## config.mk

```make
export PLATFORM = sky130hd
export DESIGN_NAME = base64_stream_decoder
export DESIGN_NICKNAME = d
export VERILOG_FILES = /design/src/b64d_pkg.sv /design/src/b64d_decode.sv /design/src/b64d_outbuf.sv /design/src/base64_stream_decoder.sv
export SDC_FILE = /design/constraint.sdc
export NUM_CORES = 1
export LEC_CHECK = 0
export BUFFER_PORTS_ARGS = -buffer_cell sky130_fd_sc_hd__buf_2
export CAP_MARGIN = 10
export CORE_MARGIN = 3
export CORE_UTILIZATION = 50
export CTS_BUF_LIST = sky130_fd_sc_hd__clkbuf_4 sky130_fd_sc_hd__clkbuf_8
export DETAILED_ROUTE_END_ITERATION = 8
export GPL_ROUTABILITY_DRIVEN = 0
export PLACE_DENSITY_LB_ADDON = 0.05
export SLEW_MARGIN = 40
export SYNTH_ARGS = -nofsm -noshare
export SYNTH_HDL_FRONTEND = slang
export SYNTH_SLANG_ARGS = --single-unit
```

## constraint.sdc

```tcl
create_clock -name clk -period 19.6 [get_ports clk]
set_clock_uncertainty 0.15 [all_clocks]
set_input_delay 3.92 -clock clk [delete_from_list [all_inputs] [get_ports clk]]
set_output_delay 3.92 -clock clk [all_outputs]
set_load 0.05 [all_outputs]
```

## src/b64d_pkg.sv

```systemverilog
// ----------------------------------------------------------------------------
// b64d_pkg
// Shared types, codes and helper functions of the base64 stream decoder.
// ----------------------------------------------------------------------------
package b64d_pkg;

  localparam int unsigned MAX_RESULTS = 3;
  localparam int unsigned RES_CNT_W   = $clog2(MAX_RESULTS + 1);

  localparam logic [7:0]  PAD_CHAR  = 8'h3D;  // '='
  localparam logic [23:0] COUNT_MAX = 24'hFF_FFFF;

  typedef enum logic [1:0] {
    STATUS_OK       = 2'd0,
    STATUS_BAD_CHAR = 2'd1,
    STATUS_BAD_LEN  = 2'd2
  } status_t;

  typedef struct packed {
    logic [7:0]  data;
    status_t     status;
    logic        eom;
    logic [23:0] count;
  } result_t;

  typedef struct packed {
    logic [1:0]  pos;     // index of the next character in its group
    logic [17:0] acc;     // sextets gathered so far
    logic        pad;     // '=' taken at group position 2
    logic        disc;    // error reported, drop until the final character
    logic [23:0] total;   // saturating byte count of the message
  } dec_state_t;

  // Bit 6 set means the character is not in the alphabet.
  function automatic logic [6:0] sextet_of(input logic [7:0] c);
    logic [6:0] v;
    if (c inside {[8'h41:8'h5A]}) begin
      v = {1'b0, 6'(c - 8'h41)};
    end else if (c inside {[8'h61:8'h7A]}) begin
      v = {1'b0, 6'(c - 8'h61 + 8'd26)};
    end else if (c inside {[8'h30:8'h39]}) begin
      v = {1'b0, 6'(c - 8'h30 + 8'd52)};
    end else if (c == 8'h2B) begin
      v = 7'h3E;
    end else if (c == 8'h2F) begin
      v = 7'h3F;
    end else begin
      v = 7'h7F;
    end
    return v;
  endfunction

  function automatic logic [23:0] sat_add(input logic [23:0] b, input logic [1:0] k);
    logic [24:0] s;
    s = {1'b0, b} + 25'(k);
    if (s > {1'b0, COUNT_MAX}) begin
      return COUNT_MAX;
    end
    return s[23:0];
  endfunction

endpackage

```

## src/b64d_decode.sv

```systemverilog
// ----------------------------------------------------------------------------
// b64d_decode
// Per-character decode step: next state and up to three results.
// ----------------------------------------------------------------------------
module b64d_decode import b64d_pkg::*; (
  input  dec_state_t             st,
  input  logic [7:0]             char_code,
  input  logic                   final_char,
  output dec_state_t             st_next,
  output logic [RES_CNT_W-1:0]   num_res,
  output result_t                res [MAX_RESULTS]
);

  logic [6:0]  sx;
  logic [23:0] word;
  logic [23:0] cnt1;
  logic [23:0] cnt2;
  logic [23:0] cnt3;
  status_t     err;

  assign sx   = sextet_of(char_code);
  assign word = {st.acc, sx[5:0]};
  assign cnt1 = sat_add(st.total, 2'd1);
  assign cnt2 = sat_add(st.total, 2'd2);
  assign cnt3 = sat_add(st.total, 2'd3);

  always_comb begin
    st_next = st;
    num_res = '0;
    err     = STATUS_OK;
    for (int i = 0; i < MAX_RESULTS; i++) begin
      res[i] = '0;
    end

    if (st.disc) begin
      if (final_char) begin
        st_next = '0;
      end
    end else if (st.pos == 2'd3 && st.pad) begin
      if (char_code == PAD_CHAR && final_char) begin
        res[0]  = '{data: st.acc[11:4], status: STATUS_OK, eom: 1'b1, count: cnt1};
        num_res = RES_CNT_W'(1);
        st_next = '0;
      end else begin
        err = STATUS_BAD_CHAR;
      end
    end else if (char_code == PAD_CHAR) begin
      if (st.pos == 2'd2) begin
        if (final_char) begin
          err = STATUS_BAD_LEN;
        end else begin
          st_next.pad = 1'b1;
          st_next.pos = 2'd3;
        end
      end else if (st.pos == 2'd3 && final_char) begin
        res[0]  = '{data: st.acc[17:10], status: STATUS_OK, eom: 1'b0, count: cnt1};
        res[1]  = '{data: st.acc[9:2], status: STATUS_OK, eom: 1'b1, count: cnt2};
        num_res = RES_CNT_W'(2);
        st_next = '0;
      end else begin
        err = STATUS_BAD_CHAR;
      end
    end else if (sx[6]) begin
      err = STATUS_BAD_CHAR;
    end else if (st.pos == 2'd3) begin
      res[0]  = '{data: word[23:16], status: STATUS_OK, eom: 1'b0, count: cnt1};
      res[1]  = '{data: word[15:8], status: STATUS_OK, eom: 1'b0, count: cnt2};
      res[2]  = '{data: word[7:0], status: STATUS_OK, eom: final_char, count: cnt3};
      num_res = RES_CNT_W'(3);
      if (final_char) begin
        st_next = '0;
      end else begin
        st_next.pos   = 2'd0;
        st_next.acc   = '0;
        st_next.pad   = 1'b0;
        st_next.total = cnt3;
      end
    end else begin
      st_next.acc = {st.acc[11:0], sx[5:0]};
      st_next.pos = st.pos + 2'd1;
      if (final_char) begin
        err = STATUS_BAD_LEN;
      end
    end

    if (err != STATUS_OK) begin
      res[0]  = '{data: 8'h00, status: err, eom: 1'b1, count: st.total};
      num_res = RES_CNT_W'(1);
      if (final_char) begin
        st_next = '0;
      end else begin
        st_next.disc = 1'b1;
      end
    end
  end

endmodule

```

## src/b64d_outbuf.sv

```systemverilog
// ----------------------------------------------------------------------------
// b64d_outbuf
// Holds the results of one character and hands them out one per transfer.
// ----------------------------------------------------------------------------
module b64d_outbuf import b64d_pkg::*; (
  input  logic                 clk,
  input  logic                 rst,
  input  logic                 load,
  input  logic [RES_CNT_W-1:0] num_res,
  input  result_t              res [MAX_RESULTS],
  input  logic                 out_stall,
  output logic                 out_valid,
  output logic                 free,
  output result_t              head
);

  logic [RES_CNT_W-1:0] count;
  result_t              slot [MAX_RESULTS];
  logic                 take;

  assign out_valid = (count != '0);
  assign take      = out_valid && !out_stall;
  // free when empty, or when the last entry leaves this cycle
  assign free      = (count == '0) || (count == RES_CNT_W'(1) && take);
  assign head      = slot[0];

  always_ff @(posedge clk) begin
    if (rst) begin
      count <= '0;
    end else if (load && num_res != '0) begin
      count <= num_res;
    end else if (take) begin
      count <= count - RES_CNT_W'(1);
    end
  end

  always_ff @(posedge clk) begin
    if (load && num_res != '0) begin
      slot <= res;
    end else if (take) begin
      for (int i = 0; i < MAX_RESULTS - 1; i++) begin
        slot[i] <= slot[i+1];
      end
    end
  end

endmodule

```

## src/base64_stream_decoder.sv

```systemverilog
// ----------------------------------------------------------------------------
// base64_stream_decoder
// Base64 (standard alphabet) decoder, one character in, decoded bytes out.
// ----------------------------------------------------------------------------
// One character is taken per cycle into an input register and decoded in the
// next cycle; results leave from a three-entry result buffer, one per
// transfer, once the decode step has loaded them there. Characters that
// yield no result pass at one per cycle regardless of the output side. A
// character that completes a group yields up to three bytes and is held in
// the input register until the result buffer has drained the previous
// group, so a steady stream of four characters per three bytes runs at one
// character per cycle when the output takes a transfer every cycle. Errors
// give one result with end_of_message set; the rest of the message is then
// dropped up to final_char.
module base64_stream_decoder import b64d_pkg::*; (
  input  logic        clk,
  input  logic        rst,
  input  logic        in_valid,
  output logic        in_stall,
  input  logic [7:0]  char_code,
  input  logic        final_char,
  output logic        out_valid,
  input  logic        out_stall,
  output logic [7:0]  data_byte,
  output logic [1:0]  status,
  output logic        end_of_message,
  output logic [23:0] decoded_count
);

  logic                 r_valid;
  logic [7:0]           r_char;
  logic                 r_final;
  dec_state_t           st;
  dec_state_t           st_next;
  logic [RES_CNT_W-1:0] num_res;
  result_t              res [MAX_RESULTS];
  result_t              head;
  logic                 free;
  logic                 advance;
  logic                 accept;

  b64d_decode u_decode (
    .st         (st),
    .char_code  (r_char),
    .final_char (r_final),
    .st_next    (st_next),
    .num_res    (num_res),
    .res        (res)
  );

  assign advance  = r_valid && (num_res == '0 || free);
  assign in_stall = r_valid && !advance;
  assign accept   = in_valid && !in_stall;

  b64d_outbuf u_outbuf (
    .clk       (clk),
    .rst       (rst),
    .load      (advance),
    .num_res   (num_res),
    .res       (res),
    .out_stall (out_stall),
    .out_valid (out_valid),
    .free      (free),
    .head      (head)
  );

  always_ff @(posedge clk) begin
    if (rst) begin
      r_valid <= 1'b0;
      st      <= '0;
    end else begin
      if (accept) begin
        r_valid <= 1'b1;
      end else if (advance) begin
        r_valid <= 1'b0;
      end
      if (advance) begin
        st <= st_next;
      end
    end
  end

  always_ff @(posedge clk) begin
    if (accept) begin
      r_char  <= char_code;
      r_final <= final_char;
    end
  end

  assign data_byte      = head.data;
  assign status         = head.status;
  assign end_of_message = head.eom;
  assign decoded_count  = head.count;

endmodule

```

==> results.yml <==
logic_synthesis:
  ys_ff_latch: 159
  synthAdderAreaFrac: 0.0253
  syn_nets: 1156
  synth_top_family_by_area: "compound AO/OA/AOI/OAI gates"
  synth.mux.area_fraction: 0.00329
  synth-seq-area-share: 0.433
  synth_area_per_cell_sq_um: 8.81
  yosysWarnings: 0
  synth_xor_area_frac: 0.0478
  synth_area_sq_um: 9900
  synth-simple-area-share: 0.199
  synthArstFlopShare: 0
  synth-edff-count: 110
  synth_compound_gate_area_share: 0.221
  ys_types: 72
  postSynthCellCount: 1123
  synth_ff_type: "edfxtp_1"
floorplan:
  start_util: 0.519
  rows: 50
  die_x_um: 147
  design.die.area_sq_um: 21500
  ioPinCount: 50
  coreArea_sq_um: 19100
  fp.dieH_um: 147
final_layout:
  area_growth_pct: 6.60
  multiInputGateArea_sq_um: 4980
  nets: 1129
  drive_gt1_frac: 0.124
  n_fill_cell: 1800
  n_antenna_cell: 0
  seq_area_sq_um: 4280
timing:
  relSlewSlack: 0.452
  tns_ns: 0
  hold_viol: 0
  fin_crit_ns: 8.88
  period_share: 0.453
  fin_ws_ns: 10.72
  setup_violations: 0
  final-max-slew-violation-count: 0
  fmax_ghz: 0.113
  rsz0062_at_grt: "no"
  tightest_slew_ns: 0.822
worst_setup_path:
  crit_path_cell_trace: "buf_2, inv_1, a21oi_1, nand3_1, inv_1, buf_2"
  worstReg2RegStart: "r_char[3]"
  criticalPathCategory: "input pin to output pin"
  r2r_slack_ns: 14.82
  cp-start-kind: "input pin"
  crit_arrival_ns: 4.81
  crit_path_end_kind: "output pin"
  r2r_cells: 13
  crit_slowest_cell: "buf_2"
  slowest_delay_ns: 0.26
  critical_path.startpoint: "out_stall"
  crit_required_ns: 15.53
  path_max_fanout: 3
  worstReg2RegEnd: "u_outbuf.head[24]"
  critPathCapture: "in_stall"
global_route:
  antenna_found_initial: 0
  overflow: 0
  grt_max_degree: 78
  grt_pass1_vias: 7866
  track_usage: 0.273
  grt_pass1_wl_mm: 46.4
clock_tree:
  clock-sinks: 159
  cts_buffer_depth: 2
  cts_resized: 0
  htree_levels: 4
  cts_tree: "yes"
  cts_inserted_buffers: 17
  clk_pin_slew_worst_paths_ns: 0.12
  clockRootBuffer: "clkbuf_8"
  postCtsSetupRepairBufs: 0
  clock_latency_ns: 0.48
  cts_hold_repair.buffers: 0
power_and_ir_drop:
  seqPwrFrac: 0.471
  leakage_nw: 3.66
  power.total_uw: 929
  ir_drop_mv: 0.0518
  pwr-share-clk: 0.280
  switchingPower_uw: 349
  power_density_nw_per_um2: 88.1
  pwr-share-comb: 0.249
  internal_power_uw: 580
  sw_frac_of_total: 0.376
worst_hold_path:
  hp-class: "flip-flop to flip-flop"
  min_path_cells: 1
  hp-start: "st[40]"
placement:
  numPortBuffers: 49
  hpwl_mm: 20.5
  dp_slack_ns: 10.74
outcome:
  status: "finished, final reports clean"
job:
  maxCapViolations: 0
drt:
  route.detailed.drc: 0
  drt_iter0_drc: 1189
  wl_per_cell_um: 21.7
  dr.pass1.iters: 6
  final_antenna_net_count: 0
  vias: 8697
  vias_per_cell: 6.35
  finalWirelength_mm: 29.7
==> cells by family after synthesis <==
kind of cell             Yosys count
adder cells (fa/ha/maj)           20
AO/OA/AOI/OAI                    339
buffers and inverters            143
AND/OR/NAND/NOR                  405
multiplexers                       3
XOR/XNOR                          54
flip-flops                       159
==> flip-flops by register name, summed over array words and instances (netlist names) <==
signal and flops:
r_final 1, r_char 8, u_outbuf.count 2, u_outbuf.slot 66, st 46, u_outbuf.head 35
r_valid 1
==> synth_stat cells (20+ instances only) <==
| cell | number | share of area |
|---|---|---|
| a21oi_1 | 96 | 0.049 |
| a22o_1 | 27 | 0.024 |
| buf_4 | 36 | 0.027 |
| clkbuf_1 | 62 | 0.024 |
| dfxtp_1 | 49 | 0.099 |
| edfxtp_1 | 110 | 0.33 |
| ha_1 | 20 | 0.025 |
| inv_1 | 28 | 0.011 |
| nand2_1 | 120 | 0.046 |
| nand3_1 | 29 | 0.015 |
| nand4_1 | 25 | 0.016 |
| nor2_1 | 116 | 0.044 |
| nor3_1 | 20 | 0.010 |
| o21ai_0 | 101 | 0.051 |
| xnor2_1 | 38 | 0.034 |
==> worst max-delay path, delay by kind of cell <==
kind | cells | cell delay (ns)
and+or+nand+nor | 1 | 0.13
buffers and inverters | 4 | 0.52
AOI/OAI and AO/OA | 1 | 0.23
==> layout make-up <==
type	instances	share of cell area
Multi-Input combinational cell	821	0.472
Timing Repair Buffer	69	0.0387
Clock buffer	17	0.0222
Tap cell	260	0.0308
Sequential cell	159	0.406
Clock inverter	15	0.0198
Inverter	28	0.00996
==> worst min path at each step <==
| stage | to | slack (ns) |
|---|---|---|
| after floorplan | st[39] | 0.29 |
| after global placement | st[41] | 0.31 |
| after detailed placement | st[42] | 0.31 |
| after CTS | st[42] | 0.34 |
| after global routing | st[42] | 0.36 |
| final | st[40] | 0.35 |
==> metrics by stage <==
step                      utilization  std cells  hold WS [ns]  instance area (sq um)
after floorplan                     -       1123         0.293                   9900
after global placement          0.526       1336         0.307                  10000
after detailed placement        0.528       1336         0.312                  10100
after CTS                       0.551       1368         0.341                  10500
after global routing            0.553       1369         0.361                  10500
final                           0.553       1369         0.346                  10500
==> routing by layer <==
layer | GRT usage | routed length (um) | share of wire
met5 | 0 | 0 | 0
met4 | 0.0917 | 824 | 0.028
met3 | 0.0602 | 3220 | 0.11
met2 | 0.379 | 12400 | 0.42
met1 | 0.418 | 13200 | 0.45
==> placed cells by master (no fill, tap or decap), types with 5 or more instances in the layout <==
cell type	n
a211oi_1	8
a21o_1	7
a21oi_1	95
a221o_1	6
a221oi_1	10
a22o_1	27
a22oi_1	7
a311oi_1	5
a31oi_1	11
and2_1	7
and3_1	18
buf_2	49
buf_4	19
clkbuf_8	17
clkinv_8	8
dfxtp_1	49
edfxtp_1	110
ha_1	20
inv_1	27
nand2_1	118
nand2b_1	9
nand3_1	29
nand4_1	25
nor2_1	115
nor2b_1	7
nor3_1	19
nor4_1	15
o211ai_1	10
o21ai_0	100
o22ai_1	6
or2_2	8
or3_1	6
xnor2_1	38
xor2_1	16
==> power groups by stage <==
stage | Clock [mW] | Combinational, mW | Sequential [mW]
after floorplan | 0 | 0.193 | 0.449
after global placement | 0 | 0.225 | 0.445
after detailed placement | 0 | 0.227 | 0.446
after CTS | 0.265 | 0.228 | 0.438
after global routing | 0.280 | 0.250 | 0.442
final | 0.261 | 0.231 | 0.438
Power figures use the tool's default switching activity.
